### src/rtl/core/trie_pkg.sv
// Shared types, codes and defaults of the trie insert and lookup unit.
`timescale 1ns / 1ps
`default_nettype none

package trie_pkg;

   // Default sizes of the node pool and the alphabet
   localparam int DEF_MAX_NODES  = 1024;
   localparam int DEF_ALPHA_SIZE = 26;

   // Field widths
   localparam int CMD_W    = 2;
   localparam int CODE_W   = 8;
   localparam int STATUS_W = 2;
   localparam int WORDS_W  = 16;
   localparam int NODES_W  = 11;

   // Configuration port
   localparam int PADDR_W = 3;
   localparam int PDATA_W = 32;
   localparam logic [PADDR_W-3:0] REG_CHAR_BASE = 1'd0;
   localparam logic [CODE_W-1:0]  CHAR_BASE_RST = 8'd97;

   // Commands
   localparam logic [CMD_W-1:0] CMD_INSERT = 2'd0;
   localparam logic [CMD_W-1:0] CMD_EXACT  = 2'd1;
   localparam logic [CMD_W-1:0] CMD_PREFIX = 2'd2;
   localparam logic [CMD_W-1:0] CMD_NONE   = 2'd3;

   // Result status codes
   localparam logic [STATUS_W-1:0] STAT_OK      = 2'd0;
   localparam logic [STATUS_W-1:0] STAT_FULL    = 2'd1;
   localparam logic [STATUS_W-1:0] STAT_BADCHAR = 2'd2;

   localparam logic [WORDS_W-1:0] WORDS_MAX = 16'hFFFF;

   typedef struct packed {
      logic                found;
      logic [STATUS_W-1:0] status;
      logic [WORDS_W-1:0]  words_stored;
      logic [NODES_W-1:0]  nodes_used;
      logic                done_res;
   } rsp_type;

endpackage

`default_nettype wire

### src/rtl/core/trie_csr.sv
// Configuration register block: alphabet base character.
`timescale 1ns / 1ps
`default_nettype none

module trie_csr (
   input  wire logic                          clock,
   input  wire logic                          reset,
   input  wire logic                          psel,
   input  wire logic                          penable,
   input  wire logic                          pwrite,
   input  wire logic [trie_pkg::PADDR_W-1:0]  paddr,
   input  wire logic [trie_pkg::PDATA_W-1:0]  pwdata,
   output logic      [trie_pkg::PDATA_W-1:0]  prdata,
   output logic                               pready,
   output logic      [trie_pkg::CODE_W-1:0]   char_base
);
   import trie_pkg::*;

   logic [CODE_W-1:0]    char_base_ff;
   logic [CODE_W-1:0]    char_base_in;
   logic [PADDR_W-3:0]   reg_sel;
   logic                 wr_go;

   assign reg_sel = paddr[PADDR_W-1:2];
   assign wr_go   = psel && penable && pwrite;

   always_comb begin
      char_base_in = char_base_ff;
      if (wr_go && (reg_sel == REG_CHAR_BASE)) begin
         char_base_in = pwdata[CODE_W-1:0];
      end
   end

   always_ff @(posedge clock) begin
      if (reset) begin
         char_base_ff <= CHAR_BASE_RST;
      end else begin
         char_base_ff <= char_base_in;
      end
   end

   always_comb begin
      prdata = '0;
      if (reg_sel == REG_CHAR_BASE) begin
         prdata = PDATA_W'(char_base_ff);
      end
   end

   assign pready    = 1'b1;
   assign char_base = char_base_ff;

endmodule

`default_nettype wire

### config.mk
export PLATFORM = sky130hd
export DESIGN_NAME = trie_csr
export DESIGN_NICKNAME = d
export VERILOG_FILES = /design/src/rtl/core/trie_pkg.sv /design/src/rtl/core/trie_csr.sv
export SDC_FILE = /design/constraint.sdc
export NUM_CORES = 1
export LEC_CHECK = 0
export BUFFER_PORTS_ARGS = -buffer_cell sky130_fd_sc_hd__buf_2
export CAP_MARGIN = 20
export CORE_UTILIZATION = 33
export CTS_CLUSTER_DIAMETER = 150
export DETAILED_ROUTE_END_ITERATION = 7
export PLACE_DENSITY = 0.91
export SYNTH_ARGS = -nofsm -noshare
export SYNTH_HDL_FRONTEND = slang
export SYNTH_SLANG_ARGS = --single-unit
### constraint.sdc
create_clock -name clock -period 1.3 [get_ports clock]
set_clock_uncertainty 0.15 [all_clocks]
set_input_delay 0.065 -clock clock [delete_from_list [all_inputs] [get_ports clock]]
set_output_delay 0.065 -clock clock [all_outputs]
set_load 0.03 [all_outputs]
### Word level (Yosys, flattened, before mapping)

Index checks and enable logic that the tools add are counted.

* add/sub/neg operators: 0
* multipliers: 0
* div/mod/pow operators: 0
* magnitude comparators: 0
* equal/unequal tests: 0
* shift operators: 0
* mux-type cells: 1
* bitwise operators: 1
* reductions and logical operators: 3

Operators with widths (number)
* two-way mux 8 bit: 1
* logical AND 1 bit: 3
* inverter 1 bit: 1

* register bits: 8
* latch bits: 0
* RAM bits: 0
* bits in read-only memories: 0
* input port bits: 40
* output and inout bits: 41
* logic and storage cells: 6
* memories kept: 0

### Logic depth before layout (Yosys ltp)

* word-level depth: 3
* mapped depth: 3
* depth with buffers taken out: 2

### Least setup slack after synthesis

Ideal clock, no wire load.

* path kind: register to output
* start point: register char_base_ff[1] (netlist: char_base[1])
* end point: output port prdata[1] (netlist bit)
* arrival: 0.785 ns
* data required time: 1.085 ns
* slack: 0.300 ns
* stages on the path, launching flop included: 2
* buffers on the path: 0
* path through: dfxtp_1 > and2b_2

* cells in the longest elaborated chain, start to end: 1

RTL lines
* start, declared: RTL line trie_csr.sv:19 `logic [CODE_W-1:0] char_base_ff;`
* start signal, assigned: RTL line trie_csr.sv:38 `char_base_ff <= char_base_in;`
* two-way mux 8 bit: RTL line trie_csr.sv:44 `if (reg_sel == REG_CHAR_BASE) begin`
* end, declared: RTL line trie_csr.sv:13 `output logic [trie_pkg::PDATA_W-1:0] prdata,`

No other way between the ends.

### Worst setup path after layout

Ends and elaborated chain as after synthesis.

==> flow_metrics.py <==
metrics = {
    "timing": {
        "setup_ws_ns": 0.1345,
        "hold_viol": 0,
        "achievable-frequency_mhz": 858.0,
        "final.setup.tns_ns": 0,
        "final-setup-viol-count": 0,
        "finalMaxSlewViolations": 0,
        "final.hold.worst_slack_ns": 0.06727,
        "final_cycle_utilization_of_the_critical_path_pct": 89.66,
        "grt_setup_unrepaired": "false",
        "post-route-min-period_ns": 1.166,
    },
    "grt": {
        "grt-ovfl-total": 0,
        "global_route.usage.met2_pct": 21.16,
        "grt_start_max_net_pins": 17,
        "grt_pass1_wl_um": 1587,
        "grtUsageMet3_pct": 4.800,
        "first_global_vias": 397,
        "antenna_found_initial": 0,
        "grt_use_total_pct": 11.58,
        "grt.met1_usage_pct": 10.39,
        "top_usage_layer": "met2",
    },
    "synth": {
        "synth_top_area_share_pct": 30.49,
        "ys_dominant_reg_cell": "dfxtp_1",
        "post-synth-top-count-cell": "buf_4",
        "syn-cell-area_um2": 615.6,
        "post_synth_main_area_contributors": "buf_4 30%, dfxtp_1 26%, mux2i_1 13%",
        "synth_enable_flop_cells": 0,
        "synth-xor-area-share_pct": 0,
        "synth_seq_cells": 8,
        "largest_family_of_logic_cells_by_synthesized_area": "buffers and inverters",
        "count_of_warnings_emitted_by_yosys": 0,
        "yosys.cell_types.count": 10,
        "post_synth.cell_area_avg_um2": 8.794,
        "synth_top_cell_by_area": "buf_4",
        "yosys.area_share.simple_pct": 26.83,
        "synth_compound_gate_area_share_pct": 0,
        "post_synth_mux_area_share_pct": 13.01,
        "synthAdderAreaFrac_pct": 0,
        "async_reset_ff_share_pct": 0,
        "post_synthesis_instance_total": 70,
        "most_common_library_cells_after_synthesis": "25 x buf_4, 10 x nand2b_1, 8 x and2b_2, 8 x dfxtp_1, 8 x mux2i_1",
        "ys_seq_area_share_pct": 26.02,
    },
    "critical_path": {
        "cp_required_ns": 1.09,
        "timing.reg2reg.worst_path_depth": 2,
        "crit_chain": "and2b_2 -> buf_2",
        "critical_path.endpoint_type": "output pin",
        "rr_endpoint": "char_base[1]",
        "worst-endpoint-arrival_ns": 0.95,
        "crit_path_max_fanout": 3,
        "r2r_start": "char_base[1]",
        "cp-start-kind": "flip-flop",
        "reg2reg_slack_ns": 0.52,
        "critPathMaxStageDelay_ns": 0.37,
        "library_cell_contributing_the_largest_single_delay_on_the_critical_path": "dfxtp_1",
        "critPathKind": "reg -> out",
    },
    "final_layout": {
        "nFillCells": 175,
        "finish.cell_count_without_fillers": 132,
        "area_growth_pct": 27.64,
        "antenna_cells": 0,
        "largest_register_ff_count": 8,
        "fin_nets": 149,
        "drive_above_1_share_pct": 38.32,
    },
    "job": {
        "max-cap-violations": 0,
    },
    "drt": {
        "vias": 482,
        "drc": 0,
        "finalWirelength_um": 1038,
        "route.detailed.vias_per_inst": 3.652,
        "drt_iter0_drc": 2,
        "firstDrtPassIters": 4,
        "antenna_violating_nets_post_route": 0,
        "routed_wire_length_per_instance_um": 7.864,
    },
    "die": {
        "row_count": 15,
        "initial_core_util_pct": 35.27,
        "placeableCoreArea_mm2": 0.001745,
        "io_pins": 81,
        "die_area_mm2": 0.002042,
        "dieWidth_um": 45.19,
        "die_y_um": 45.19,
    },
    "placed_design": {
        "dp_worst_setup_slack_ns": 0.1967,
        "final_estimated_routing_congestion_in_global_placement": 0.6257,
        "placement.io_buffers": 29,
        "hpwlAfterDp_um": 790.1,
        "dp.cells": 121,
    },
    "min_path": {
        "hp-class": "in -> reg",
        "worstHoldPathCells": 3,
        "hold-path-endpoint": "char_base[6]",
        "worst_hold_startpoint": "reset",
    },
    "power": {
        "power_density_mw_per_mm2": 827.5,
        "ir_worst_vdd_v": 0.0004203,
        "cellLeakagePower_nw": 0.4164,
    },
    "status": {
        "status": "finished, final reports clean",
    },
    "cts": {
        "clock_latency_ns": 0.25,
        "tritoncts": "done",
        "htree_levels": 1,
        "cts_buffer_depth": 2,
        "clkSinkCount": 8,
        "clkSlewWorstSetupHoldPaths_ns": 0.05,
        "cts_root_buf": "clkbuf_4",
        "cts_setup_buffers": 0,
        "cts_buffers": 3,
    },
}
per-layer routing:
metal / up-vias / part of all wire [%]
met2: 33 / 50
met1: 209 / 41
met3: 0 / 8.8
met4: 0 / 0
li1: 240 / -
met5: - / 0
how the worst max path moves through the flow:
| stage | slack [ns] | endpoint | from |
|---|---|---|---|
| after floorplan | 0.30 | prdata[1] | char_base[1] |
| after global placement | 0.24 | char_base[1] | paddr[2] |
| after detailed placement | 0.20 | char_base[1] | paddr[2] |
| after CTS | 0.13 | prdata[1] | char_base[1] |
| after global routing | 0.09 | prdata[1] | char_base[1] |
| final | 0.13 | prdata[1] | char_base[1] |
final cells by class:
class,instances,area (µm²),share of cell area [%]
Timing Repair Buffer,38,232.7,29.62
Tap cell,25,31.28,3.981
Sequential cell,8,160.2,20.38
Clock buffer,3,22.52,2.866
Multi-Input combinational cell,58,339.1,43.15
power by group:
part | switching [mW] | total (mW) | internal (mW)
registers | 0.00354 | 0.254 | 0.251
clock network | 0.0803 | 0.186 | 0.105
logic | 0.151 | 0.210 | 0.0591
worst max-delay path, delay by kind of cell, from the launching register on:
family	cells	cell delay (ns)
simple gates	1	0.16
buf+inv	1	0.18
flops	1	0.37
placed cells by master, fill, tap and decap left out, drive strengths merged:
master,count
buf,30
conb,25
nand2b,10
and2b,8
mux2i,8
dfxtp,8
dlygate4sd3,8
nor2,6
clkbuf,3
and4b,1
cells by family after synthesis:
group         after synthesis
mux                         8
other cells                 2
flops                       8
simple gates               25
buf+inv                    27
metrics by stage:
| step | cell area [µm²] | util (%) | total power, mW |
|---|---|---|---|
| finish | 785.8 | 45.02 | 0.6502 |
| global route | 785.8 | 45.02 | 0.6951 |
| CTS | 785.8 | 45.02 | 0.6657 |
| detailed placement | 683.2 | 39.14 | 0.4512 |
| global placement | 683.2 | 39.14 | 0.4485 |
| floorplan | 701.9 | - | 0.4721 |
repair_timing:
item | CTS | global route
hold buffers | 8 | 0
endpoints found under the hold margin | 8 | 0
gates resized for setup | 0 | 0
Power figures use the tool's default switching activity.
