==> src/rtl/core/trie_ram.sv <==
// Generic single-write, single-read RAM with registered read data.
`timescale 1ns / 1ps
`default_nettype none

module trie_ram #(
   parameter int  WIDTH = 8,
   parameter int  DEPTH = 16,
   localparam int AW    = (DEPTH > 1) ? $clog2(DEPTH) : 1
) (
   input  wire logic             clock,
   input  wire logic             we,
   input  wire logic [AW-1:0]    waddr,
   input  wire logic [WIDTH-1:0] wdata,
   input  wire logic             re,
   input  wire logic [AW-1:0]    raddr,
   output logic      [WIDTH-1:0] rdata
);

   logic [WIDTH-1:0] mem_ff [DEPTH];
   logic [WIDTH-1:0] rdata_ff;

   always_ff @(posedge clock) begin
      if (we) begin
         mem_ff[waddr] <= wdata;
      end
      if (re) begin
         rdata_ff <= mem_ff[raddr];
      end
   end

   assign rdata = rdata_ff;

endmodule

`default_nettype wire

==> config.mk <==
export PLATFORM = sky130hd
export DESIGN_NAME = trie_ram
export DESIGN_NICKNAME = d
export VERILOG_FILES = /design/src/rtl/core/trie_ram.sv
export SDC_FILE = /design/constraint.sdc
export NUM_CORES = 1
export LEC_CHECK = 0
export ABC_CLOCK_PERIOD_IN_PS = 4800
export BUFFER_PORTS_ARGS = -buffer_cell sky130_fd_sc_hd__buf_4
export CORE_MARGIN = 4
export CORE_UTILIZATION = 53
export CTS_BUF_LIST = sky130_fd_sc_hd__clkbuf_4
export DETAILED_ROUTE_END_ITERATION = 16
export PLACE_DENSITY_LB_ADDON = 0.3
export REMOVE_ABC_BUFFERS = 1
export SLEW_MARGIN = 20
export SYNTH_ARGS = -nofsm -noshare
export SYNTH_HDL_FRONTEND = slang
export SYNTH_SLANG_ARGS = --single-unit
==> constraint.sdc <==
create_clock -name clock -period 4.8 [get_ports clock]
set_input_delay 0.96 -clock clock [delete_from_list [all_inputs] [get_ports clock]]
set_output_delay 0.96 -clock clock [all_outputs]
set_load 0.02 [all_outputs]
Word level (Yosys, flattened, before mapping):

Memory sizes are Yosys's and may differ from the RTL's. A register that Yosys moved wholly into a read port is not among the register bits.
Index checks and enable logic that the tools add are counted.

* bits in registers: 0
* memory bits (writable): 128
* input bits: 19
* output and inout port bits: 8
* word-level logic and storage cells: 3
* memories: 1

* mux-type cells: 2

Memories
* mem_ff: words 16, width 8, read ports 1, clocked after Yosys merged registers in 1, wr ports 1, line 19 `logic [WIDTH-1:0] mem_ff [DEPTH];`

Operators with widths (count)
* 1-bit 2-to-1 mux: 2

Depth between registers and ports, before layout:

Gate-level depths: netlist (run 1).

* word-level depth: 2
* mapped depth: 5
* gate-level depth less buffers: 3

Worst setup path after synthesis (run 1):

No wires, ideal clock.

* kind: input port to flip-flop
* start: input waddr[2]
* end: memory mem_ff[0][0] (enable)
* library setup time: 0.383 ns
* data arrival time: 2.070 ns
* required time: 4.417 ns
* setup slack: 2.347 ns
* stages on the path: 2
* buffers on the path: 0
* path through: or3b_2 nor3_1

RTL lines
* start, declared: line 12 `input wire logic [AW-1:0] waddr,`
* end, declared: line 19

Straight into the memory's write port.

==> key figures, run 1 <==
Yosys
  – Syn. warnings: 0
  – Mean Syn Cell Area: 22.8 um2
  – Post-synth top area cell: edfxtp_1
  – Seq/Total Area, Yosys: 0.781
  – Top cell type's share of synthesized area: 0.781
  – Main area contributors after synthesis: edfxtp_1 (78%), mux4_2 (7.8%), mux4_1 (7.0%)
  – Count of state elements after synthesis: 136
  – Cell Area, Synth: 5230 um2
  – Synthesized instance count: 229
  – Unique masters post-synth: 18

Clock network
  – Clock latency on the worst-skew pair: 500 ps
  – Clock buffer count from CTS: 17
  – Clock Path Buffers: 2
  – Number of setup buffers added after CTS: 0
  – CTS tree: yes
  – CTS resizes: 0
  – Post-CTS Hold Fix Bufs: 0
  – H-tree depth: 4
  – Clock Pin Slew Worst Setup and Hold Paths: 120 ps
  – Sink Count: 136
  – CTS root buf: clkbuf_4

Layout
  – Post-Layout Cell Count: 408
  – Nets: 285
  – Antenna diodes: 0
  – Layout cells sized above 1: 0.283
  – Area delta synth->final: 11.0%

Routing
  – DRC: 0
  – DR iter-0 viols: 171
  – Via count: 2,397
  – Wire length per cell: 23.0 um
  – Post-route ant nets: 0
  – WL final: 9390 um
  – Vias/cell: 5.88
  – Drt first pass iters: 7

Floorplan
  – Die X: 107 um
  – Die area: 11,500 um2
  – Starting Density: 0.555
  – Cell Rows: 35
  – # IOs: 27
  – Core area: 9420 um2
  – Die Y-Extent: 107 um

Global routing
  – Met1 Use GR: 0.248
  – Grt peak-use layer: met2
  – Largest net degree at the start of global routing: 33
  – GR met3 Demand/Resource: 0.0576
  – First-pass GRT wire length: 14,700 um
  – Initial antenna violation count: 0
  – GRT met2 Usage: 0.280
  – GRT Resource Usage Total: 0.181
  – GRT Residual Overflow: 0
  – Vias in the first global route: 2,543

Timing
  – WHS: 754 ps
  – Final Max Tran Viols: 0
  – Endpoints failing hold: 0
  – RSZ-0062 raised after global routing: no
  – Relative slew slack: 0.323
  – Worst setup margin: 2610 ps
  – Setup_tns: 0 ps
  – Setup violations, final: 0
  – Setup Skew: 14.2 ps
  – Final Cycle Share: 0.456
  – Final worst path period need: 2190 ps
  – Worst Max-Slew Pin Slew: 1010 ps
  – Max Freq: 457 MHz

Placement
  – I/O Buffers: 26
  – DPL Wire Length: 5700 um
  – GPL Wtd Cong: 0.742
  – Placed insts: 376
  – Setup WS pre-CTS: 1900 ps

Worst hold path
  – Min-Delay Path Class: register to register

Setup path
  – Crit-path cells: buf_4 -> mux4_1 -> a22oi_1 -> nand2_1
  – Max incr delay on CP: 630 ps
  – Worst path slowest cell: mux4_1
  – CP delay by family, top: multiplexers
  – Startpoint type of the worst setup path: input port
  – CP Max Fanout: 32
  – Critical path class: input port to register
  – Worst Path Arrival: 2450 ps
  – Worst EP required: 5060 ps
  – CP endpoint kind: register
  – Crit path buffers/inverters: 1

Power and ir drop
  – P_leak: 1.89 nW
  – P per Cell Area: 379 nW/um2
  – Max IR drop VDD: 0.294 mV

Status
  – Status: complete, no violations

Flow run
  – Maxcap violations: 0
## report_power, final
part,switching (mW),internal (mW),total [mW]
Sequential,0.00700,1.34,1.34
Clock,0.417,0.311,0.728
Combinational,0.0728,0.0537,0.127
## state kept, by name, summed over array words and instances, names as in the netlist
name    count
mem_ff    128
rdata       8
## cell type report
type / instances / area, um2
Fill cell: 663 / 3610
Clock inverter: 15 / 150
Multi-Input combinational cell: 83 / 1070
Clock buffer: 17 / 128
Tap cell: 129 / 161
Timing Repair Buffer: 28 / 210
Sequential cell: 136 / 4080
## path summary, 6_finish.rpt
kind	endpoint	cells after the start	startpoint	slack (ps)
worst max-delay path	rdata[1]	4	raddr[0]	2610
worst max register to register	rdata[0]	3	mem_ff[0][0]	3300
worst min register to register	rdata[7]	3	mem_ff[14][7]	750
worst min-delay path	rdata[7]	3	mem_ff[14][7]	750
## layer usage
| metal | routed length [um] | share of wire |
|---|---|---|
| met5 | 0 | 0 |
| met4 | 36 | 0.0038 |
| met3 | 707 | 0.075 |
| met2 | 4740 | 0.51 |
| met1 | 3900 | 0.42 |
## logic make-up after synthesis
| group | Yosys count | share of synthesized area |
|---|---|---|
| AO/OA/AOI/OAI | 16 | 0.0230 |
| buffers and inverters | 10 | 0.0165 |
| flip-flops | 136 | 0.781 |
| multiplexers | 32 | 0.148 |
| AND/OR/NAND/NOR | 35 | 0.0314 |
## worst register-to-register path, stage by stage (launching register included)
cell      delay (ps)
edfxtp_1         400
mux4_1           500
a22oi_1          280
nand2_1          100
## synth_stat cells
| master | n |
|---|---|
| nand3b_1 | 2 |
| nor3_1 | 4 |
| a22oi_1 | 16 |
| or3b_2 | 1 |
| clkdlybuf4s25_2 | 3 |
| nand2b_1 | 2 |
| nand3_1 | 1 |
| nor2b_1 | 1 |
| and2_1 | 1 |
| nor2_1 | 13 |
| buf_4 | 1 |
| and2b_1 | 1 |
| nand2_1 | 9 |
| mux4_2 | 18 |
| mux4_1 | 14 |
| buf_2 | 3 |
| buf_6 | 3 |
| edfxtp_1 | 136 |
## stage by stage
| step | power [mW] | instance area, um2 | utilization |
|---|---|---|---|
| 2_1_floorplan | 1.43 | 5140 | - |
| 3_3_place_gp | 1.49 | 5520 | 0.586 |
| 3_5_place_dp | 1.50 | 5520 | 0.586 |
| 4_1_cts | 2.21 | 5800 | 0.616 |
| 5_1_grt | 2.29 | 5800 | 0.616 |
| 6_report | 2.20 | 5800 | 0.616 |
## cell usage in the layout, fill, tap and decap left out, drive strengths merged
cell type	count
nand2	9
clkinvlp	2
nand3	1
and2	1
and2b	1
bufinv	2
buf	28
nor2b	1
inv	4
nand2b	2
clkinv	7
edfxtp	136
nand3b	2
nor2	13
mux4	32
a22oi	16
nor3	4
clkbuf	17
or3b	1
Power figures use the tool's default switching activity.
==> run 2, diff against run 1 <==
- ABC_AREA: default -> 1
- ABC_CLOCK_PERIOD_IN_PS: 4800 -> 2150
- clock period: 4.8 -> 2.15 ns (I/O delays scaled with it)
==> key figures, run 2 <==
Layout
  – Layout cells sized above 1: 0.116
  – Core Util, Final: 0.590
  – Antenna diodes: 0
  – Area delta synth->final: 9.42%
  – Final Cell Area: 6400 um2
  – Nets: 606
  – Fillcell total: 937
  – Post-Layout Cell Count: 737
  – Biggest register: mem_ff
  – Commonest non-fill, non-tap cell in the layout: nand2_1
  – Area occupied by registers: 4080 um2
  – Multi-input gate area: 1210 um2
  – Max FFs per register: 128
  – Most frequent cells in the layout: nand2_1 (173), edfxtp_1 (136), inv_1 (100), nand3_1 (97), buf_4 (40)

Timing
  – Setup Skew: 20.3 ps
  – Final Max Tran Viols: 0
  – Final worst path period need: 1550 ps
  – Setup violations, final: 0
  – Endpoints failing hold: 0
  – Setup_tns: 0 ps
  – Worst setup margin: 604 ps
  – Final Cycle Share: 0.719
  – WHS: 218 ps
  – Worst Max-Slew Pin Slew: 732 ps
  – Max Freq: 647 MHz
  – RSZ-0062 raised after global routing: no
  – Relative slew slack: 0.510

Global routing
  – GRT met2 Usage: 0.335
  – First-pass GRT wire length: 20,600 um
  – Vias in the first global route: 3,799
  – Initial antenna violation count: 0
  – GRT Resource Usage Total: 0.215
  – GRT Residual Overflow: 0
  – Largest net degree at the start of global routing: 65
  – Met1 Use GR: 0.300
  – GR met3 Demand/Resource: 0.0465
  – Grt peak-use layer: met2

Routing
  – Vias/cell: 5.24
  – Via count: 3,864
  – WL final: 12,900 um
  – Wire length per cell: 17.6 um
  – DRC: 0
  – Post-route ant nets: 0
  – DR iter-0 viols: 358
  – Drt first pass iters: 5

Power and ir drop
  – P_leak: 2.77 nW
  – P per Cell Area: 748 nW/um2
  – Total power: 4.79 mW
  – Max IR drop VDD: 0.430 mV
  – Comb power frac: 0.079
  – Flop pwr share: 0.627
  – Clock power share: 0.294
  – NetSw: 1.08 mW
  – P_int: 3.70 mW
  – Net Sw Frac: 0.227

Yosys
  – Unique masters post-synth: 11
  – Primary FF master, synth: edfxtp_1
  – Post-synth top area cell: edfxtp_1
  – Top cells by count, synth: nand2_1 (173), edfxtp_1 (136), inv_1 (100)
  – Top cell type's share of synthesized area: 0.698
  – Main area contributors after synthesis: edfxtp_1 (70%), nand2_1 (11%), nand3_1 (8.3%)
  – Syn. warnings: 0
  – Synthesized instance count: 551
  – Seq/Total Area, Yosys: 0.698
  – Cell Area, Synth: 5850 um2
  – Top-count cell post-synth: nand2_1
  – Asr flop ratio synth: 0
  – Count of state elements after synthesis: 136
  – Mean Syn Cell Area: 10.6 um2
  – EDFF count, synth: 136

Clock network
  – CTS root buf: clkbuf_4
  – Clock Pin Slew Worst Setup and Hold Paths: 110 ps
  – Clock Path Buffers: 2
  – Post-CTS Hold Fix Bufs: 0
  – Clock buffer count from CTS: 17
  – H-tree depth: 4
  – CTS tree: yes
  – Sink Count: 136
  – CTS resizes: 0
  – Number of setup buffers added after CTS: 0
  – Clock latency on the worst-skew pair: 500 ps

Setup path
  – Crit path buffers/inverters: 1
  – CP endpoint kind: primary output
  – Crit-path cells: buf_4
  – Max incr delay on CP: 440 ps
  – Worst R2R Setup Slack: 970 ps
  – Reg2Reg Launch Point: mem_ff[9][4]
  – Path depth of the worst reg2reg path: 6
  – Critical path class: register to primary output
  – Worst Path Arrival: 1120 ps
  – CP delay by family, top: flip-flops
  – Worst path slowest cell: edfxtp_1
  – Worst path depth: 1
  – CP Max Fanout: 1
  – Setup crit start: rdata[4]
  – Worst EP required: 1720 ps
  – Startpoint type of the worst setup path: register
  – Worst R2R End: rdata[4]
  – Crit path capture: rdata[4]

Placement
  – Placed insts: 708
  – I/O Buffers: 26
  – GPL Wtd Cong: 0.940
  – Area after DPL: 6180 um2
  – Setup WS pre-CTS: 270 ps
  – DPL Wire Length: 8220 um

Floorplan
  – Cell Rows: 38
  – # IOs: 27
  – Core area: 10,800 um2
  – Die Y-Extent: 113 um
  – Die X: 113 um
  – Die area: 12,800 um2
  – Starting Density: 0.539

Status
  – Status: complete, no violations

Worst hold path
  – Min-Delay Path Class: input port to register

Flow run
  – Maxcap violations: 0
[run 2: changes by cell type in the layout (fill, tap and decap cells not counted), moves of 5 or more]
cell	before	now
mux4_1	14	0
mux4_2	18	0
buf_4	28	40
clkbuf_4	17	22
inv_1	0	100
nand3_1	1	97
nand2_1	9	173
a22oi_1	16	0
[run 2: final cells by class]
class	count	area share
clock buffer	22	0.0258
inverter	102	0.0598
tap	140	0.0274
clock inverter	7	0.00880
sequential	136	0.638
timing repair buffer	41	0.0501
multi-input combinational	289	0.190
[run 2: kinds of logic (layout without fill, tap and decap cells)]
family	after synthesis	in the layout	synth area share
AND/OR/NAND/NOR	289	289	0.208
flip-flops	136	136	0.698
buffers and inverters	126	172	0.0939
[run 2: power groups by stage]
stage / clock network (mW) / logic [mW] / registers, mW
6_report: 1.41 / 0.379 / 3.00
5_1_grt: 1.57 / 0.420 / 3.01
4_1_cts: 1.44 / 0.380 / 3.00
3_5_place_dp: 0 / 0.378 / 3.06
2_1_floorplan: 0 / 0.160 / 3.07
3_3_place_gp: 0 / 0.374 / 3.06
[run 2: worst min path at each step]
stage / start / slack [ps] / cells past startpoint / end
floorplan: wdata[0] / 530 / 0 / mem_ff[0][0]
global placement: re / 730 / 1 / rdata[5]
detailed placement: re / 730 / 1 / rdata[5]
CTS: re / 180 / 1 / rdata[3]
global route: re / 160 / 1 / rdata[6]
finish: re / 220 / 1 / rdata[3]
[run 2: layer usage]
layer | share of wire | up-vias | wire [um]
met5 | 0 | - | 0
met4 | 0.025 | 0 | 322
met3 | 0.066 | 23 | 851
met2 | 0.49 | 148 | 6320
met1 | 0.42 | 1843 | 5450
li1 | - | 1850 | -
==> run 3, diff against run 2 <==
- ABC_CLOCK_PERIOD_IN_PS: 2150 -> 1600
- clock period: 2.15 -> 1.6 ns (I/O delays scaled with it)
==> key figures, run 3 (same netlist as run 2, synthesis figures left out) <==
Setup path
  – CP Max Fanout: 1
  – Setup crit start: rdata[4]
  – Worst Path Arrival: 1120 ps
  – Max incr delay on CP: 420 ps
  – Path depth of the worst reg2reg path: 6
  – CP delay by family, top: flip-flops
  – Startpoint type of the worst setup path: register
  – Worst R2R End: rdata[1]
  – Worst EP required: 1280 ps
  – Crit path capture: rdata[4]
  – Reg2Reg Launch Point: mem_ff[11][1]
  – Worst path slowest cell: edfxtp_1
  – Worst R2R Setup Slack: 460 ps
  – Critical path class: register to primary output
  – Worst path depth: 1
  – Crit-path cells: buf_4
  – Crit path buffers/inverters: 1
  – CP endpoint kind: primary output

Timing
  – Final Max Tran Viols: 0
  – RSZ-0062 raised after global routing: no
  – Final Cycle Share: 0.899
  – Worst setup margin: 162 ps
  – Relative slew slack: 0.601
  – Final worst path period need: 1440 ps
  – Endpoints failing hold: 0
  – Worst Max-Slew Pin Slew: 598 ps
  – Setup Skew: 17.8 ps
  – Setup_tns: 0 ps
  – Max Freq: 695 MHz
  – Setup violations, final: 0

Worst hold path
  – Min-Delay Path Class: input port to register

Power and ir drop
  – P_int: 5.40 mW
  – Comb power frac: 0.075
  – Flop pwr share: 0.579
  – P per Cell Area: 1060 nW/um2
  – Max IR drop VDD: 0.500 mV
  – Net Sw Frac: 0.224
  – Clock power share: 0.346
  – P_leak: 2.85 nW
  – NetSw: 1.56 mW

Layout
  – Most frequent cells in the layout: nand2_1 (173), edfxtp_1 (136), inv_1 (100), nand3_1 (97), buf_4 (46)
  – Nets: 615
  – Multi-input gate area: 1210 um2
  – Commonest non-fill, non-tap cell in the layout: nand2_1
  – Area occupied by registers: 4080 um2
  – Biggest register: mem_ff
  – Fillcell total: 876
  – Antenna diodes: 0
  – Area delta synth->final: 12.7%
  – Core Util, Final: 0.608
  – Max FFs per register: 128
  – Post-Layout Cell Count: 748
  – Layout cells sized above 1: 0.133

Clock network
  – Clock Path Buffers: 2
  – CTS tree: yes
  – CTS root buf: clkbuf_4
  – Clock latency on the worst-skew pair: 530 ps
  – CTS resizes: 0
  – Number of setup buffers added after CTS: 0
  – Clock Pin Slew Worst Setup and Hold Paths: 120 ps
  – Sink Count: 136
  – Post-CTS Hold Fix Bufs: 0
  – H-tree depth: 4
  – Clock buffer count from CTS: 17

Status
  – Status: complete, no violations

Global routing
  – First-pass GRT wire length: 19,900 um
  – Vias in the first global route: 3,699
  – GRT Resource Usage Total: 0.206
  – Initial antenna violation count: 0
  – Largest net degree at the start of global routing: 43
  – GRT Residual Overflow: 0

Floorplan
  – Die X: 113 um
  – Cell Rows: 38
  – Starting Density: 0.539
  – Die Y-Extent: 113 um
  – # IOs: 27
  – Core area: 10,800 um2
  – Die area: 12,800 um2

Routing
  – DRC: 0
  – WL final: 12,100 um
  – Post-route ant nets: 0
  – Drt first pass iters: 5
  – DR iter-0 viols: 389
  – Vias/cell: 5.04
  – Wire length per cell: 16.2 um
  – Via count: 3,770

Flow run
  – Maxcap violations: 0

Placement
  – Setup WS pre-CTS: 58.2 ps
  – DPL Wire Length: 7760 um
  – Placed insts: 717
  – GPL Wtd Cong: 0.837
  – I/O Buffers: 26
-- run 3: final cells by class --
type                            instances  area share
Inverter                              102      0.0581
Multi-Input combinational cell        289       0.184
Clock inverter                         14      0.0277
Tap cell                              140      0.0266
Clock buffer                           17      0.0194
Timing Repair Buffer                   50      0.0645
Sequential cell                       136       0.620
-- run 3: through the flow --
stage	instance area [um2]	total power, mW	hold WS (ps)
2_1_floorplan	5680	4.34	419
3_3_place_gp	6280	4.62	628
3_5_place_dp	6280	4.63	631
4_1_cts	6590	7.00	52.3
5_1_grt	6590	7.25	39.9
6_report	6590	6.96	83.9
-- run 3: worst min-delay path by stage --
stage	start	to	slack [ps]	cells after the start
global route	re	rdata[1]	40	1
detailed placement	re	rdata[5]	630	1
CTS	re	rdata[1]	50	1
global placement	re	rdata[4]	630	1
finish	re	rdata[1]	80	1
floorplan	wdata[0]	mem_ff[0][0]	420	0
-- run 3: power by group through the flow --
stage / sequential (mW) / clock [mW] / combinational [mW]
floorplan: 4.13 / 0 / 0.215
global placement: 4.11 / 0 / 0.514
detailed placement: 4.11 / 0 / 0.523
CTS: 4.03 / 2.44 / 0.526
global route: 4.04 / 2.63 / 0.581
finish: 4.03 / 2.41 / 0.522
-- run 3: metal layers --
metal / GRT usage / share of wire
met1: 0.284 / 0.43
met2: 0.321 / 0.48
met3: 0.0503 / 0.072
met4: 0.0745 / 0.016
met5: 0 / 0
