[src/rtl/core/trie_pkg.sv]
// Shared types, codes and defaults of the trie insert and lookup unit.
`timescale 1ns / 1ps
`default_nettype none

package trie_pkg;

   // Default sizes of the node pool and the alphabet
   localparam int DEF_MAX_NODES  = 1024;
   localparam int DEF_ALPHA_SIZE = 26;

   // Field widths
   localparam int CMD_W    = 2;
   localparam int CODE_W   = 8;
   localparam int STATUS_W = 2;
   localparam int WORDS_W  = 16;
   localparam int NODES_W  = 11;

   // Configuration port
   localparam int PADDR_W = 3;
   localparam int PDATA_W = 32;
   localparam logic [PADDR_W-3:0] REG_CHAR_BASE = 1'd0;
   localparam logic [CODE_W-1:0]  CHAR_BASE_RST = 8'd97;

   // Commands
   localparam logic [CMD_W-1:0] CMD_INSERT = 2'd0;
   localparam logic [CMD_W-1:0] CMD_EXACT  = 2'd1;
   localparam logic [CMD_W-1:0] CMD_PREFIX = 2'd2;
   localparam logic [CMD_W-1:0] CMD_NONE   = 2'd3;

   // Result status codes
   localparam logic [STATUS_W-1:0] STAT_OK      = 2'd0;
   localparam logic [STATUS_W-1:0] STAT_FULL    = 2'd1;
   localparam logic [STATUS_W-1:0] STAT_BADCHAR = 2'd2;

   localparam logic [WORDS_W-1:0] WORDS_MAX = 16'hFFFF;

   typedef struct packed {
      logic                found;
      logic [STATUS_W-1:0] status;
      logic [WORDS_W-1:0]  words_stored;
      logic [NODES_W-1:0]  nodes_used;
      logic                done_res;
   } rsp_type;

endpackage

`default_nettype wire

[src/rtl/core/trie_ctrl.sv]
// Trie walk engine: link lookup, node allocation, marks, counters, result register.
`timescale 1ns / 1ps
`default_nettype none

module trie_ctrl #(
   parameter int  MAX_NODES  = trie_pkg::DEF_MAX_NODES,
   parameter int  ALPHA_SIZE = trie_pkg::DEF_ALPHA_SIZE,
   localparam int NODE_W     = $clog2(MAX_NODES),
   localparam int LINK_DEPTH = MAX_NODES * ALPHA_SIZE,
   localparam int LINK_AW    = $clog2(LINK_DEPTH)
) (
   input  wire logic                        clock,
   input  wire logic                        reset,
   input  wire logic [trie_pkg::CODE_W-1:0] char_base,
   input  wire logic                        req_valid,
   output logic                             req_ready,
   input  wire logic [trie_pkg::CMD_W-1:0]  req_cmd,
   input  wire logic [trie_pkg::CODE_W-1:0] req_char_code,
   input  wire logic                        req_no_char,
   input  wire logic                        req_last_char,
   output logic                             rsp_valid,
   input  wire logic                        rsp_ready,
   output trie_pkg::rsp_type                rsp,
   output logic                             link_we,
   output logic      [LINK_AW-1:0]          link_waddr,
   output logic      [NODE_W-1:0]           link_wdata,
   output logic                             link_re,
   output logic      [LINK_AW-1:0]          link_raddr,
   input  wire logic [NODE_W-1:0]           link_rdata,
   output logic                             mark_we,
   output logic      [NODE_W-1:0]           mark_waddr,
   output logic                             mark_wdata,
   output logic                             mark_re,
   output logic      [NODE_W-1:0]           mark_raddr,
   input  wire logic                        mark_rdata
);
   import trie_pkg::*;

   localparam int NTW = $clog2(MAX_NODES + 1);

   localparam logic [1:0] ST_CLEAR = 2'd0;
   localparam logic [1:0] ST_IDLE  = 2'd1;
   localparam logic [1:0] ST_LOOK  = 2'd2;
   localparam logic [1:0] ST_MARK  = 2'd3;

   logic [1:0]          state_ff,      state_in;
   logic [LINK_AW-1:0]  clr_cnt_ff,    clr_cnt_in;
   logic [NODE_W-1:0]   cursor_ff,     cursor_in;
   logic [NTW-1:0]      node_total_ff, node_total_in;
   logic [WORDS_W-1:0]  word_total_ff, word_total_in;
   logic                failed_ff,     failed_in;
   logic                rsp_valid_ff,  rsp_valid_in;
   rsp_type             rsp_ff,        rsp_in;
   logic [CMD_W-1:0]    cmd_ff,        cmd_in;
   logic [CODE_W-1:0]   idx_ff,        idx_in;
   logic                no_char_ff,    no_char_in;
   logic                last_ff,       last_in;
   logic [LINK_AW-1:0]  slot_ff,       slot_in;

   logic                accept;
   logic                out_free;
   logic                look_go;
   logic                mark_go;
   logic [CODE_W-1:0]   req_idx;
   logic                req_walk;
   logic                act;
   logic                bad;
   logic                miss;
   logic                full;
   logic                alloc;
   logic                fail_now;
   logic                fail_new;
   logic [NODE_W-1:0]   nxt;
   logic [NODE_W-1:0]   step_cursor;
   logic                need_mark;
   logic                mark_set;
   logic [STATUS_W-1:0] look_status;

   assign req_ready = (state_ff == ST_IDLE);
   assign accept    = req_valid && req_ready;
   assign out_free  = !rsp_valid_ff || rsp_ready;
   assign look_go   = (state_ff == ST_LOOK) && out_free;
   assign mark_go   = (state_ff == ST_MARK) && out_free;

   // Alphabet index wraps modulo 256; read the link only for a real step
   assign req_idx  = req_char_code - char_base;
   assign req_walk = (req_cmd != CMD_NONE) && !req_no_char && !failed_ff &&
                     ({1'b0, req_idx} < (CODE_W + 1)'(ALPHA_SIZE));
   assign slot_in  = LINK_AW'(cursor_ff) * LINK_AW'(ALPHA_SIZE) + LINK_AW'(req_idx);

   // Decisions on the link word read for the held request
   assign act      = (cmd_ff != CMD_NONE) && !no_char_ff && !failed_ff;
   assign bad      = ({1'b0, idx_ff} >= (CODE_W + 1)'(ALPHA_SIZE));
   assign miss     = (link_rdata == '0);
   assign full     = (node_total_ff == NTW'(MAX_NODES));
   assign alloc    = act && !bad && miss && (cmd_ff == CMD_INSERT) && !full;
   assign fail_now = act && (bad || (miss && ((cmd_ff != CMD_INSERT) || full)));
   assign fail_new = failed_ff || fail_now;
   assign nxt      = alloc ? node_total_ff[NODE_W-1:0] : link_rdata;
   assign step_cursor = (act && !fail_now) ? nxt : cursor_ff;
   assign need_mark   = last_ff && (cmd_ff == CMD_EXACT) && !fail_new;
   assign mark_set    = last_ff && (cmd_ff == CMD_INSERT) && !fail_new;

   always_comb begin
      look_status = STAT_OK;
      if (act && bad) begin
         look_status = STAT_BADCHAR;
      end else if (act && miss && (cmd_ff == CMD_INSERT) && full) begin
         look_status = STAT_FULL;
      end
   end

   // Memory ports: clearing sweep, link lookup, allocation, marks
   always_comb begin
      link_re    = accept && req_walk;
      link_raddr = slot_in;
      link_we    = 1'b0;
      link_waddr = slot_ff;
      link_wdata = node_total_ff[NODE_W-1:0];
      mark_we    = 1'b0;
      mark_waddr = step_cursor;
      mark_wdata = 1'b1;
      mark_re    = look_go && need_mark;
      mark_raddr = step_cursor;
      if (state_ff == ST_CLEAR) begin
         link_we    = 1'b1;
         link_waddr = clr_cnt_ff;
         link_wdata = '0;
         mark_we    = (clr_cnt_ff < LINK_AW'(MAX_NODES));
         mark_waddr = clr_cnt_ff[NODE_W-1:0];
         mark_wdata = 1'b0;
      end else if (look_go) begin
         link_we = alloc;
         mark_we = mark_set;
      end
   end

   always_comb begin
      state_in      = state_ff;
      clr_cnt_in    = clr_cnt_ff;
      cursor_in     = cursor_ff;
      node_total_in = node_total_ff;
      word_total_in = word_total_ff;
      failed_in     = failed_ff;
      rsp_in        = rsp_ff;
      rsp_valid_in  = rsp_valid_ff && !rsp_ready;
      cmd_in        = cmd_ff;
      idx_in        = idx_ff;
      no_char_in    = no_char_ff;
      last_in       = last_ff;
      case (state_ff)
         ST_CLEAR: begin
            clr_cnt_in = clr_cnt_ff + 1'b1;
            if (clr_cnt_ff == LINK_AW'(LINK_DEPTH - 1)) begin
               state_in = ST_IDLE;
            end
         end
         ST_IDLE: begin
            if (accept) begin
               cmd_in     = req_cmd;
               idx_in     = req_idx;
               no_char_in = req_no_char;
               last_in    = req_last_char;
               state_in   = ST_LOOK;
            end
         end
         ST_LOOK: begin
            if (look_go) begin
               if (alloc) begin
                  node_total_in = node_total_ff + 1'b1;
               end
               if (mark_set && (word_total_ff != WORDS_MAX)) begin
                  word_total_in = word_total_ff + 1'b1;
               end
               cursor_in = last_ff ? '0 : step_cursor;
               failed_in = last_ff ? 1'b0 : fail_new;
               if (need_mark) begin
                  state_in = ST_MARK;
               end else begin
                  rsp_in.found        = last_ff && (cmd_ff == CMD_PREFIX) && !fail_new;
                  rsp_in.status       = look_status;
                  rsp_in.words_stored = word_total_in;
                  rsp_in.nodes_used   = NODES_W'(node_total_in);
                  rsp_in.done_res     = last_ff;
                  rsp_valid_in        = 1'b1;
                  state_in            = ST_IDLE;
               end
            end
         end
         ST_MARK: begin
            if (mark_go) begin
               rsp_in.found        = mark_rdata;
               rsp_in.status       = STAT_OK;
               rsp_in.words_stored = word_total_ff;
               rsp_in.nodes_used   = NODES_W'(node_total_ff);
               rsp_in.done_res     = 1'b1;
               rsp_valid_in        = 1'b1;
               state_in            = ST_IDLE;
            end
         end
         default: begin
            state_in = ST_CLEAR;
         end
      endcase
   end

   always_ff @(posedge clock) begin
      if (reset) begin
         state_ff      <= ST_CLEAR;
         clr_cnt_ff    <= '0;
         cursor_ff     <= '0;
         node_total_ff <= NTW'(1);
         word_total_ff <= '0;
         failed_ff     <= 1'b0;
         rsp_valid_ff  <= 1'b0;
      end else begin
         state_ff      <= state_in;
         clr_cnt_ff    <= clr_cnt_in;
         cursor_ff     <= cursor_in;
         node_total_ff <= node_total_in;
         word_total_ff <= word_total_in;
         failed_ff     <= failed_in;
         rsp_valid_ff  <= rsp_valid_in;
      end
   end

   always_ff @(posedge clock) begin
      rsp_ff     <= rsp_in;
      cmd_ff     <= cmd_in;
      idx_ff     <= idx_in;
      no_char_ff <= no_char_in;
      last_ff    <= last_in;
      if (accept) begin
         slot_ff <= slot_in;
      end
   end

   assign rsp_valid = rsp_valid_ff;
   assign rsp       = rsp_ff;

endmodule

`default_nettype wire

[config.mk]
export PLATFORM = sky130hd
export DESIGN_NAME = trie_ctrl
export DESIGN_NICKNAME = d
export VERILOG_FILES = /design/src/rtl/core/trie_pkg.sv /design/src/rtl/core/trie_ctrl.sv
export SDC_FILE = /design/constraint.sdc
export NUM_CORES = 1
export LEC_CHECK = 0
export ABC_CLOCK_PERIOD_IN_PS = 5800
export BUFFER_PORTS_ARGS = -buffer_cell sky130_fd_sc_hd__buf_4
export CAP_MARGIN = 20
export CORE_ASPECT_RATIO = 0.5
export CORE_MARGIN = 4
export CORE_UTILIZATION = 35
export CTS_BUF_LIST = sky130_fd_sc_hd__clkbuf_4
export DETAILED_ROUTE_END_ITERATION = 10
export PLACE_DENSITY_LB_ADDON = 0.05
export SETUP_SLACK_MARGIN = 0.3
export SYNTH_ARGS = -nofsm -noshare
export SYNTH_HDL_FRONTEND = slang
export SYNTH_SLANG_ARGS = --single-unit
[constraint.sdc]
create_clock -name clock -period 5.8 [get_ports clock]
set_input_delay 0.29 -clock clock [delete_from_list [all_inputs] [get_ports clock]]
set_output_delay 0.29 -clock clock [all_outputs]
set_load 0.02 [all_outputs]
* After elaboration in Yosys (flattened, before gate mapping)
Cells that the tools add are included. W data, S select, Z words.
Storage, ports and cells: input port bits 35, memories 0, memory bits (writable) 0, flip-flop bits (word level) 114, ROM bits 0, latch bits 0
Cells by class: $mul 1, eq/ne operators 15, reduce and logical (&&, ||, !) cells 51, shift-type cells 0, order comparisons 3, mux-type cells 30, divide/modulo/power cells 0, bitwise operators 0, $add $sub $neg 5
Operators with widths (count):
- $mux W31 | 3
- $pmux W31 S2 | 1
- $mux W10 | 5
- $logic_and A1 B1 Y1 | 29
- $add A16 B1 Y16 const B | 1
- $mux W16 | 1
- $ne A16 B16 Y1 const B | 1
- $add A15 B1 Y15 const B | 1
- $add A15 B8 Y15 | 1
- $eq A15 B15 Y1 const B | 1
- $lt A15 B11 Y1 const B | 1
- $mux W15 | 1
- $mul A10 B4 Y14 const B | 1
- $mux W2 | 6
- $add A11 B1 Y11 const B | 1
- $eq A11 B11 Y1 const B | 1
- $mux W11 | 1
- $logic_not A10 Y1 | 1
- $mux W1 | 10
- $ne A2 B2 Y1 const B | 5
- $logic_not A1 Y1 | 9
- $ge A8 B5 Y1 const B | 1
- $lt A8 B5 Y1 const B | 1
- $pmux W2 S4 | 1
- other kinds (10) | 21

* Logic depth before layout (Yosys ltp)
Gate-level depths: netlist (run 1).
depth after elaboration 13, mapped depth 17, gate-level depth less buffers 17

* Worst setup path before layout (run 1)
Ideal clock, no wire load.
path kind reg-to-output, start point register cursor_ff[1], end point output port link_raddr[14], path slack 2.168 ns, cell stages (with the launch flop) 13, buffers on the path 0, required time 5.510 ns, arrival 3.342 ns, cell sequence dfxtp_1 > ha_1 > fa_1 > inv_1 > fa_1 > inv_1 > ha_1 > o21a_1 > o31a_1 > o21a_1 > o21ai_0 > nor3_1 > xnor2_1
Between the ends: cells in the longest elaborated chain, start to end 2
Ends and longest elaborated chain:
- start, declared | line trie_ctrl.sv:48 | logic [NODE_W-1:0] cursor_ff, cursor_in;
- start signal, assigned | line trie_ctrl.sv:219 | cursor_ff <= cursor_in;
- $mul A10 B4 Y14 | line trie_ctrl.sv:89 | assign slot_in = LINK_AW'(cursor_ff) * LINK_AW'(ALPHA_SIZE) + LINK_AW'(req_idx);
- $add A15 B8 Y15 | line trie_ctrl.sv:89
- end, declared | line trie_ctrl.sv:28 | output logic [LINK_AW-1:0] link_raddr,
No other way between the ends.

* Worst setup path in the final report (run 1)
Same ends and word-level chain as after synthesis.

==> summary.md, run 1 <==
| Metric | Value |
|---|---|
| Estimated wirelength of the detail-placed design | `14600 um` |
| CP Data Required Time | `5.51 ns` |
| Sequential fraction of the synthesis area | `around 40%` |
| Final ANT Viol Nets | `0` |
| Fmax | `roughly 0.23 GHz` |
| Worst setup path startpoint | `cursor_ff[1]` |
| 1st-pass router iterations | `5` |
| Crit-path cells | `ha_1 -> fa_1 -> inv_1 -> fa_1 -> inv_1 -> ha_1 -> o21a_1 -> o31a_1 -> o21a_1 -> o21ai_0 -> nor3_1 -> xnor2_1 -> buf_4` |
| Buffers on Ports | `132` |
| Design Area, Final | `0.00866 mm2` |
| Status | `complete, no violations` |
| Power Density | `187 mW/mm2` |
| Worst-Skew Late Latency | `approximately 0.54 ns` |
| H-tree levels | `4` |
| Post-Syn Nets | `860` |
| Via count | `5810` |
| Clock root buffer | `clkbuf_4` |
| Cell count after placement | `1139` |
| Most used DFF post-synth | `edfxtp_1` |
| Cell at the slowest stage of the critical path | `fa_1` |
| Filler cell count | `slightly below 2000` |
| CTS tree | `built` |
| Endpoints failing setup | `0` |
| Initial antenna violation count | `1` |
| Final hold viol count | `0` |
| Worst-margin pin slew | `1.03 ns` |
| Synth Warn # | `0` |
| Final #Nets | `987` |
| Clock-pin slew on the worst setup and hold paths | `between 0.1 and 0.15 ns` |
| Post-cts resize count | `0` |
| Multi-input gate area | `0.00388 mm2` |
| Worst rel slew slack | `31.1%` |
| Worst min-delay path category | `in2reg` |
| Instance count of the mapped netlist | `769` |
| Share of post-route cells with drive strength above 1 | `a little over a fifth` |
| Residual DRC | `0` |
| Pre-CTS setup slack | `1.93 ns` |
| RD Place Congestion | `0.808` |
| I/O pins | `133` |
| FF-to-FF End | `slot_ff[10]` |
| TNS Setup | `0 ns` |
| Tot Pwr | `1.62 mW` |
| 1st-iter DRT viols | `270` |
| Final core utilization | `44.0%` |
| FF+latch area | `~0.0028 mm2` |
| Tcrit/Tclk final | `76.0%` |
| Area of the mapped netlist | `0.00710 mm2` |
| Crit-path max cell delay | `0.54 ns` |
| Avg Cell Area, Syn | `9.23 um2` |
| Final min period | `between 4 and 5 ns` |
| R2r startpoint | `cursor_ff[1]` |
| Seq cells post-synth | `around 110` |
| Routed WL | `19300 um` |
| Critical path capture point | `link_raddr[14]` |
| Via/cell ratio | `4.94` |
| HP Start | `mark_rdata` |
| Critical-path maximum fanout | `6` |
| Clock sink count | `around 110` |
| Critical Path AT | `between 4 and 5 ns` |
| Critical path launch point type | `flop` |
| Max-slew violations | `0` |
| Leak | `about 3.6 nW` |
| Die area | `0.0228 mm2` |
| Layout Skew | `0.0261 ns` |
| Initial Util | `36.1%` |
| Vias in the first global route | `5682` |
| RSZ-0062 raised after global routing | `no` |
| Reg2reg path depth | `12` |
| GRT Overall Usage | `17.2%` |
| First-pass GRT wire length | `about 31000 um` |
| Final cell count without fillers | `1177` |
| Worst Setup End Kind | `output port` |
| Core area | `0.0197 mm2` |
| Die W | `209 um` |
| Routed len/inst | `~16 um` |
| Post-synthesis cell type count | `66` |
| Die height | `109 um` |
| VDD IR max | `0.0000923 V` |
| CTS Buf Count | `17` |
| Clock tree buffer depth | `2` |
| Worst hold slack | `0.0715 ns` |
| Crit path kind | `reg2out` |
| EDFF count, synth | `57` |
| Pin count of the biggest net entering global routing | `60` |
| Overflow after GRT | `0` |
| # Max-Cap Violations | `0` |
| Placement Cell Area | `between 0.008 and 0.009 mm2` |
| Setup ws final | `~1.4 ns` |
| Fraction of registers with async set/reset | `0%` |
| R2R Setup Slk | `2.21 ns` |
| # rows | `36` |
| P&R area growth vs syn | `22.0%` |
worst min path at each step:
stage | to | cells past startpoint
floorplan | cmd_ff[0] | 0
global placement | last_ff | 1
CTS | rsp[30] | 3
detailed placement | last_ff | 1
finish | rsp[30] | 3
global route | rsp[30] | 3
where the power goes:
part	leakage (nW)	switching, mW	internal (mW)
Combinational	2.55	0.0805	0.0646
Clock	0.147	0.342	0.295
Sequential	0.909	0.00197	0.839
Total	3.60	0.424	1.20
critical path: cells and delay by family (launching register included):
| kind | cells | cell delay, ns |
|---|---|---|
| DFF | 1 | 0.47 |
| buffers and inverters | 3 | 0.30 |
| adders and majority gates | 4 | 1.68 |
| AOI/OAI and AO/OA | 4 | 0.81 |
| xor gates and xnor gates | 1 | 0.22 |
| and+or+nand+nor | 1 | 0.11 |
sequential cells by signal, summed over array words and instances (netlist names):
| name | flops |
|---|---|
| cmd_ff | 2 |
| slot_ff | 14 |
| failed_ff | 1 |
| rsp_valid | 1 |
| last_ff | 1 |
| clr_cnt_ff | 15 |
| node_total_ff | 11 |
| idx_ff | 8 |
| cursor_ff | 10 |
| word_total_ff | 16 |
| state_ff | 2 |
| no_char_ff | 1 |
| rsp | 31 |
synth_stat cells, types with 12 or more instances:
cell | n | share of area, %
inv_1 | 68 | 3.6
nand3_1 | 21 | 1.5
dfxtp_1 | 56 | 16
xor2_1 | 26 | 3.2
nor2_1 | 89 | 4.7
clkbuf_1 | 22 | 1.2
xnor2_1 | 44 | 5.4
nand4_1 | 12 | 1.1
o21ai_0 | 31 | 2.2
a21oi_1 | 48 | 3.4
nor2b_1 | 15 | 1.3
nor3_1 | 13 | 0.92
edfxtp_1 | 57 | 24
ha_1 | 47 | 8.3
nand2_1 | 50 | 2.6
and3_1 | 14 | 1.2
logic make-up after synthesis:
logic type | share of synthesized area [%]
AOI/OAI and AO/OA | 14.2
xor gates and xnor gates | 8.64
adders and majority gates | 10.8
buffers and inverters | 5.54
DFF | 39.9
muxes | 1.96
and+or+nand+nor | 18.9
what timing repair did:
| item | CTS | global route |
|---|---|---|
| buffers inserted | 0 | 0 |
| hold endpoints to repair | 4 | 0 |
| hold buffers | 4 | 0 |
layout make-up:
class	count	area share, %
Clock buffer	17	1.47
Inverter	68	2.95
Tap cell	266	3.84
Clock inverter	15	1.94
Timing Repair Buffer	139	12.2
Multi-Input combinational cell	557	44.8
Antenna cell	2	0.0578
Sequential cell	113	32.7
cells in the final DEF (no fill, tap or decap), types with 17 or more instances in the layout:
cell and n:
xor2_1 26, buf_4 135, dfxtp_1 56, xnor2_1 44, inv_1 68, nand3_1 21
clkbuf_4 17, ha_1 47, edfxtp_1 57, a21oi_1 47, nand2_1 50, o21ai_0 31
nor2_1 89
per-layer routing:
| metal | vias up | GRT usage [%] | share of wire (%) |
|---|---|---|---|
| met3 | 18 | 4.00 | 4.0 |
| met5 | - | 0 | 0 |
| met4 | 0 | 3.68 | 1.2 |
| li1 | 2955 | - | - |
| met1 | 2726 | 23.6 | 49 |
| met2 | 111 | 28.0 | 45 |
Note: power is estimated with default switching activity, not from simulation.
==> run 2: changes to the inputs <==
- ABC_CLOCK_PERIOD_IN_PS: 5800 -> 4470
- clock period: 5.8 -> 4.47 ns (I/O delays scaled with it)
==> run 2 against run 1 <==
  * Clock power is 27% higher
  * Register-to-register slack worse by 1.1 ns
  * Die area stayed put
  * Flip-flop and latch count stayed put
  * Core utilization is 1.2 points higher
  * Worst hold slack worse by 0.0043 ns
  * Global-route usage is 0.42 points higher
  * Final cell count is 0.93% higher
  * Via count is 1.0% higher
  * Critical endpoint is now link_raddr[10]
==> summary.md, run 2 (synthesis results as in run 1) <==
| Metric | Value |
|---|---|
| Final ANT Viol Nets | `0` |
| CP Data Required Time | `4.25 ns` |
| Die area | `0.0228 mm2` |
| Share of post-route cells with drive strength above 1 | `26.0%` |
| Design Area, Final | `0.00889 mm2` |
| Power Density | `between 200 and 250 mW/mm2` |
| Worst hold slack | `0.0672 ns` |
| Clock tree buffer depth | `2` |
| Routed len/inst | `16.5 um` |
| Via count | `5869` |
| Clock-pin slew on the worst setup and hold paths | `between 0.1 and 0.15 ns` |
| Tcrit/Tclk final | `89.2%` |
| Metal-1 WL | `9450 um` |
| H-tree levels | `4` |
| Final min period | `3.99 ns` |
| Final core utilization | `between 40% and 50%` |
| Commonest non-fill, non-tap cell in the layout | `buf_4` |
| Met2 wire len | `9150 um` |
| Pin count of the biggest net entering global routing | `60` |
| I/O pins | `133` |
| Worst min-delay path category | `in2reg` |
| Critical-path maximum fanout | `5` |
| Die height | `roughly 110 um` |
| Filler cell count | `1954` |
| Core area | `0.0197 mm2` |
| Final hold viol count | `0` |
| Leak | `~3.6 nW` |
| Fmax | `0.251 GHz` |
| Crit-path max cell delay | `0.55 ns` |
| WHS Path Cells | `4` |
| Status | `complete, no violations` |
| GRT Overall Usage | `17.6%` |
| RD Place Congestion | `between 0.8 and 0.9` |
| Setup ws final | `around 0.48 ns` |
| Max-slew violations | `0` |
| Endpoint, Worst Hold | `cursor_ff[6]` |
| Worst Setup End Kind | `output port` |
| RSZ-0062 raised after global routing | `no` |
| Critical path launch point type | `flop` |
| # rows | `36` |
| Final #Nets | `approximately 1000` |
| VDD IR max | `0.000119 V` |
| Vias in the first global route | `~5900` |
| Reg2reg path depth | `13` |
| Layout Skew | `about 0.025 ns` |
| Max reg flops | `31` |
| Critical Path AT | `3.76 ns` |
| Clock root buffer | `clkbuf_4` |
| Estimated wirelength of the detail-placed design | `14800 um` |
| Buffers on Ports | `between 100 and 150` |
| Routed WL | `19600 um` |
| Crit path kind | `reg2out` |
| Die W | `between 200 and 250 um` |
| Overflow after GRT | `0` |
| Most frequent cells in the layout | `145 x buf_4, 88 x nor2_1, 65 x inv_1, 57 x edfxtp_1` |
| HP Start | `link_rdata[6]` |
| Met3 routed WL | `approximately 840 um` |
| Crit-path cells | `ha_4 -> fa_1 -> inv_2 -> fa_2 -> inv_1 -> ha_4 -> o21a_1 -> o31a_1 -> o21a_1 -> o21ai_2 -> nor2_1 -> xor2_1 -> buf_4` |
| R2r startpoint | `cursor_ff[1]` |
| Endpoints failing setup | `0` |
| P&R area growth vs syn | `25.2%` |
| Pre-CTS setup slack | `0.654 ns` |
| Via/cell ratio | `4.94` |
| 1st-iter DRT viols | `about 370` |
| # Max-Cap Violations | `0` |
| Worst rel slew slack | `30.0%` |
| First-pass GRT wire length | `31700 um` |
| Worst-Skew Late Latency | `0.55 ns` |
| CTS tree | `built` |
| TNS Setup | `0 ns` |
| 1st-pass router iterations | `4` |
| CTS Buf Count | `17` |
| Initial Util | `36.1%` |
| Max Used Layer | `met4` |
| Placement Cell Area | `around 0.0083 mm2` |
| R2R Setup Slk | `between 1 and 1.5 ns` |
| Worst-margin pin slew | `1.05 ns` |
| Residual DRC | `0` |
| Cell at the slowest stage of the critical path | `fa_2` |
| Initial antenna violation count | `1` |
| Clock sink count | `approximately 110` |
| FF-to-FF End | `slot_ff[10]` |
[run 2: changes by cell type in the layout (fill, tap and decap cells not counted), sizes merged]
cell         previous run  this run
clkinvlp                4         5
dlygate4sd3             4         5
clkinv                  7         6
bufinv                  3         2
inv                    69        70
buf                   135       145
[run 2: report_power, final]
part           internal [mW]  switching, mW  total, mW
Combinational         0.0860          0.105      0.191
Sequential              1.09        0.00257       1.09
Clock                  0.336          0.470      0.807
[run 2: layout make-up]
class | instances | area (um2) | area share (%)
Clock inverter | 15 | 163 | 1.83
Sequential cell | 113 | 2850 | 32.0
Multi-Input combinational cell | 557 | 4020 | 45.2
Inverter | 68 | 255 | 2.87
Tap cell | 266 | 333 | 3.74
Clock buffer | 17 | 128 | 1.44
Antenna cell | 2 | 5.00 | 0.0563
Timing Repair Buffer | 150 | 1140 | 12.8
[run 2: how the worst max path moves through the flow]
stage / slack [ns] / end / from
after floorplan: 0.86 / slot_ff[14] / cursor_ff[1]
after global placement: 0.70 / link_raddr[10] / cursor_ff[1]
after detailed placement: 0.65 / link_raddr[10] / cursor_ff[1]
after CTS: 0.30 / link_raddr[14] / cursor_ff[1]
after global routing: 0.30 / link_raddr[11] / cursor_ff[2]
final: 0.48 / link_raddr[10] / cursor_ff[1]
[run 2: repair_timing]
action                     4_1_cts  5_1_grt
setup buffers                    0        9
hold endpoints to repair         5        0
hold buffers                     5        0
pin swaps                        1       18
resized for setup               12       25
setup endpoints to repair        6        6
[run 2: per-layer routing]
layer	track usage (%)	vias to the layer above
li1	-	2972
met1	24.3	2786
met2	28.7	100
met3	3.88	11
met4	3.91	0
met5	0	-
[run 2: critical path: cells and delay by family (launching register included)]
family	cells	cell delay, ns
simple gates	1	0.09
flops	1	0.39
buf+inv	3	0.30
xor+xnor	1	0.21
fa+ha+maj	4	1.53
compound gates	4	0.69
[run 2: per-stage QoR]
stage	std cells	total power, mW
floorplan	769	1.23
global route	1188	2.19
CTS	1177	2.12
detailed placement	1140	1.30
finish	1188	2.09
global placement	1140	1.30
==> run 3: changes to the inputs <==
- CELL_PAD_IN_SITES_DETAIL_PLACEMENT: default -> 0
- CELL_PAD_IN_SITES_GLOBAL_PLACEMENT: default -> 2
==> run 3 against run 2 <==
  * Non-clock buffer count is 1 higher
  * Highest routed layer unchanged
  * Via count decreased by 0.66%
  * Sequential power about the same
  * Clock-buffer cell count stayed put
  * Critical path depth is the same
  * Worst hold slack better by 0.0049 ns
  * Maximum frequency is 1.6% lower
  * Largest power group unchanged
  * Clock power is 1% lower
  * Global-route usage fell by 0.23 points
  * Combinational power is essentially flat
  * Wire length hardly changed
  * Critical path type unchanged
==> summary.md, run 3 (synthesis results as in run 1) <==
| Metric | Value |
|---|---|
| Worst-margin pin slew | `1.02 ns` |
| Cell count after placement | `1140` |
| Final min period | `4.05 ns` |
| Most frequent cells in the layout | `146 x buf_4, 87 x nor2_1, 64 x inv_1, 57 x edfxtp_1, 50 x nand2_1` |
| Sw frac | `a little over a quarter` |
| Core area | `0.0197 mm2` |
| TNS Setup | `0 ns` |
| Final #Nets | `999` |
| Clock tree buffer depth | `2` |
| Worst Setup End Kind | `output port` |
| Final cell count without fillers | `about 1200` |
| Initial antenna violation count | `1` |
| 1st-pass router iterations | `4` |
| Via count | `5830` |
| VDD IR max | `0.000139 V` |
| Final core utilization | `~45%` |
| Fmax | `0.247 GHz` |
| Vias in the first global route | `5750` |
| Routed len/inst | `~17 um` |
| H-tree levels | `4` |
| Worst-Skew Late Latency | `around 0.53 ns` |
| Layout Skew | `0.0205 ns` |
| Status | `complete, no violations` |
| RSZ-0062 raised after global routing | `yes` |
| Tcrit/Tclk final | `90.7%` |
| I/O pins | `133` |
| CTS Buf Count | `17` |
| Leak | `3.64 nW` |
| Power Density | `232 mW/mm2` |
| Logic pwr share | `9.4%` |
| Critical path launch point type | `flop` |
| Routed WL | `19700 um` |
| Pin count of the biggest net entering global routing | `60` |
| CP Data Required Time | `between 4 and 5 ns` |
| Clock power frac | `about two fifths` |
| Die height | `109 um` |
| GRT Overall Usage | `17.4%` |
| Largest delay share family, worst path | `compound AO/OA/AOI/OAI gates` |
| Met3 routed WL | `811 um` |
| Via/cell ratio | `4.90` |
| RD Place Congestion | `0.808` |
| P_sw | `0.570 mW` |
| Clock sink count | `113` |
| Metal-1 WL | `9660 um` |
| Critical Path AT | `3.83 ns` |
| Crit-path cells | `ha_4 -> inv_2 -> fa_1 -> inv_2 -> ha_4 -> nor2b_4 -> o2111a_1 -> o31a_1 -> o31ai_4 -> o2111ai_2 -> nor3_2 -> xnor2_1 -> buf_4` |
| Die W | `209 um` |
| Critical-path maximum fanout | `5` |
| Commonest non-fill, non-tap cell in the layout | `buf_4` |
| Cell at the slowest stage of the critical path | `fa_1` |
| Internal | `1.51 mW` |
| Residual DRC | `0` |
| # Max-Cap Violations | `0` |
| WHS Path Cells | `4` |
| Cell count along the critical path | `13` |
| Share of post-route cells with drive strength above 1 | `26.6%` |
| Die area | `around 0.023 mm2` |
| Placement Cell Area | `0.00832 mm2` |
| # rows | `36` |
| Crit-path max cell delay | `about 0.5 ns` |
| Clock-pin slew on the worst setup and hold paths | `0.12 ns` |
| Worst min-delay path category | `in2reg` |
| Reg power frac | `52.4%` |
| Design Area, Final | `between 0.008 and 0.009 mm2` |
| P&R area growth vs syn | `26.1%` |
| 1st-iter DRT viols | `311` |
| Clock root buffer | `clkbuf_4` |
| Crit path kind | `reg2out` |
| Overflow after GRT | `0` |
| Buf/Inv on CP | `3` |
| Endpoints failing setup | `0` |
| Buffers on Ports | `132` |
| Met2 wire len | `slightly above 9000 um` |
| Final hold viol count | `0` |
| Max-slew violations | `0` |
| CTS tree | `built` |
| Max Used Layer | `met4` |
| Tot Pwr | `2.08 mW` |
| Reg2reg path depth | `13` |
| Worst rel slew slack | `31.7%` |
| Final ANT Viol Nets | `0` |
| First-pass GRT wire length | `31200 um` |
| Max reg flops | `31` |
| Estimated wirelength of the detail-placed design | `14600 um` |
| Initial Util | `36.1%` |
==> run 3: cell type report <==
class / count / area [um2]
Antenna cell: 3 / 7.51
Multi-Input combinational cell: 557 / 4070
Clock buffer: 17 / 128
Inverter: 68 / 255
Tap cell: 266 / 333
Sequential cell: 113 / 2850
Timing Repair Buffer: 151 / 1150
Clock inverter: 15 / 159
Fill cell: 1962 / 10700
==> run 3: power groups by stage <==
stage | clock network, mW | logic [mW] | registers, mW
2_1_floorplan | 0 | 0.111 | 1.11
3_3_place_gp | 0 | 0.188 | 1.11
3_5_place_dp | 0 | 0.188 | 1.11
4_1_cts | 0.823 | 0.197 | 1.09
5_1_grt | 0.860 | 0.215 | 1.09
6_report | 0.796 | 0.194 | 1.09
==> run 3: worst paths after layout <==
kind | from | endpoint | slack (ns)
max reg2reg | cursor_ff[2] | slot_ff[14] | 1.04
max | cursor_ff[2] | link_raddr[14] | 0.42
min | link_rdata[7] | cursor_ff[7] | 0.07
min reg2reg | state_ff[0] | state_ff[0] | 0.53
==> run 3: metal layers <==
metal / vias up / track usage [%]
met2: 82 / 29.0
met1: 2758 / 23.5
met5: - / 0
met4: 0 / 4.33
met3: 6 / 3.59
li1: 2984 / -
==> run 3: tightest hold or removal path, delay by kind of cell <==
family	cells	cell delay (ns)
buffers and inverters	1	0.09
AND/OR/NAND/NOR	1	0.07
AO/OA/AOI/OAI	2	0.19
==> run 3: what timing repair did <==
item	in CTS	in global routing
setup endpoints to repair	6	6
endpoints found under the hold margin	5	0
pin swaps	4	17
setup buffers	1	9
gates resized for setup	12	35
hold buffers	5	0
==> run 3: per-stage QoR <==
stage          hold WS (ns)  setup slack, ns
6_report             0.0721            0.417
5_1_grt              0.0309            0.227
4_1_cts              0.0164            0.302
3_5_place_dp          0.405            0.659
3_3_place_gp          0.403            0.716
2_1_floorplan         0.322            0.856
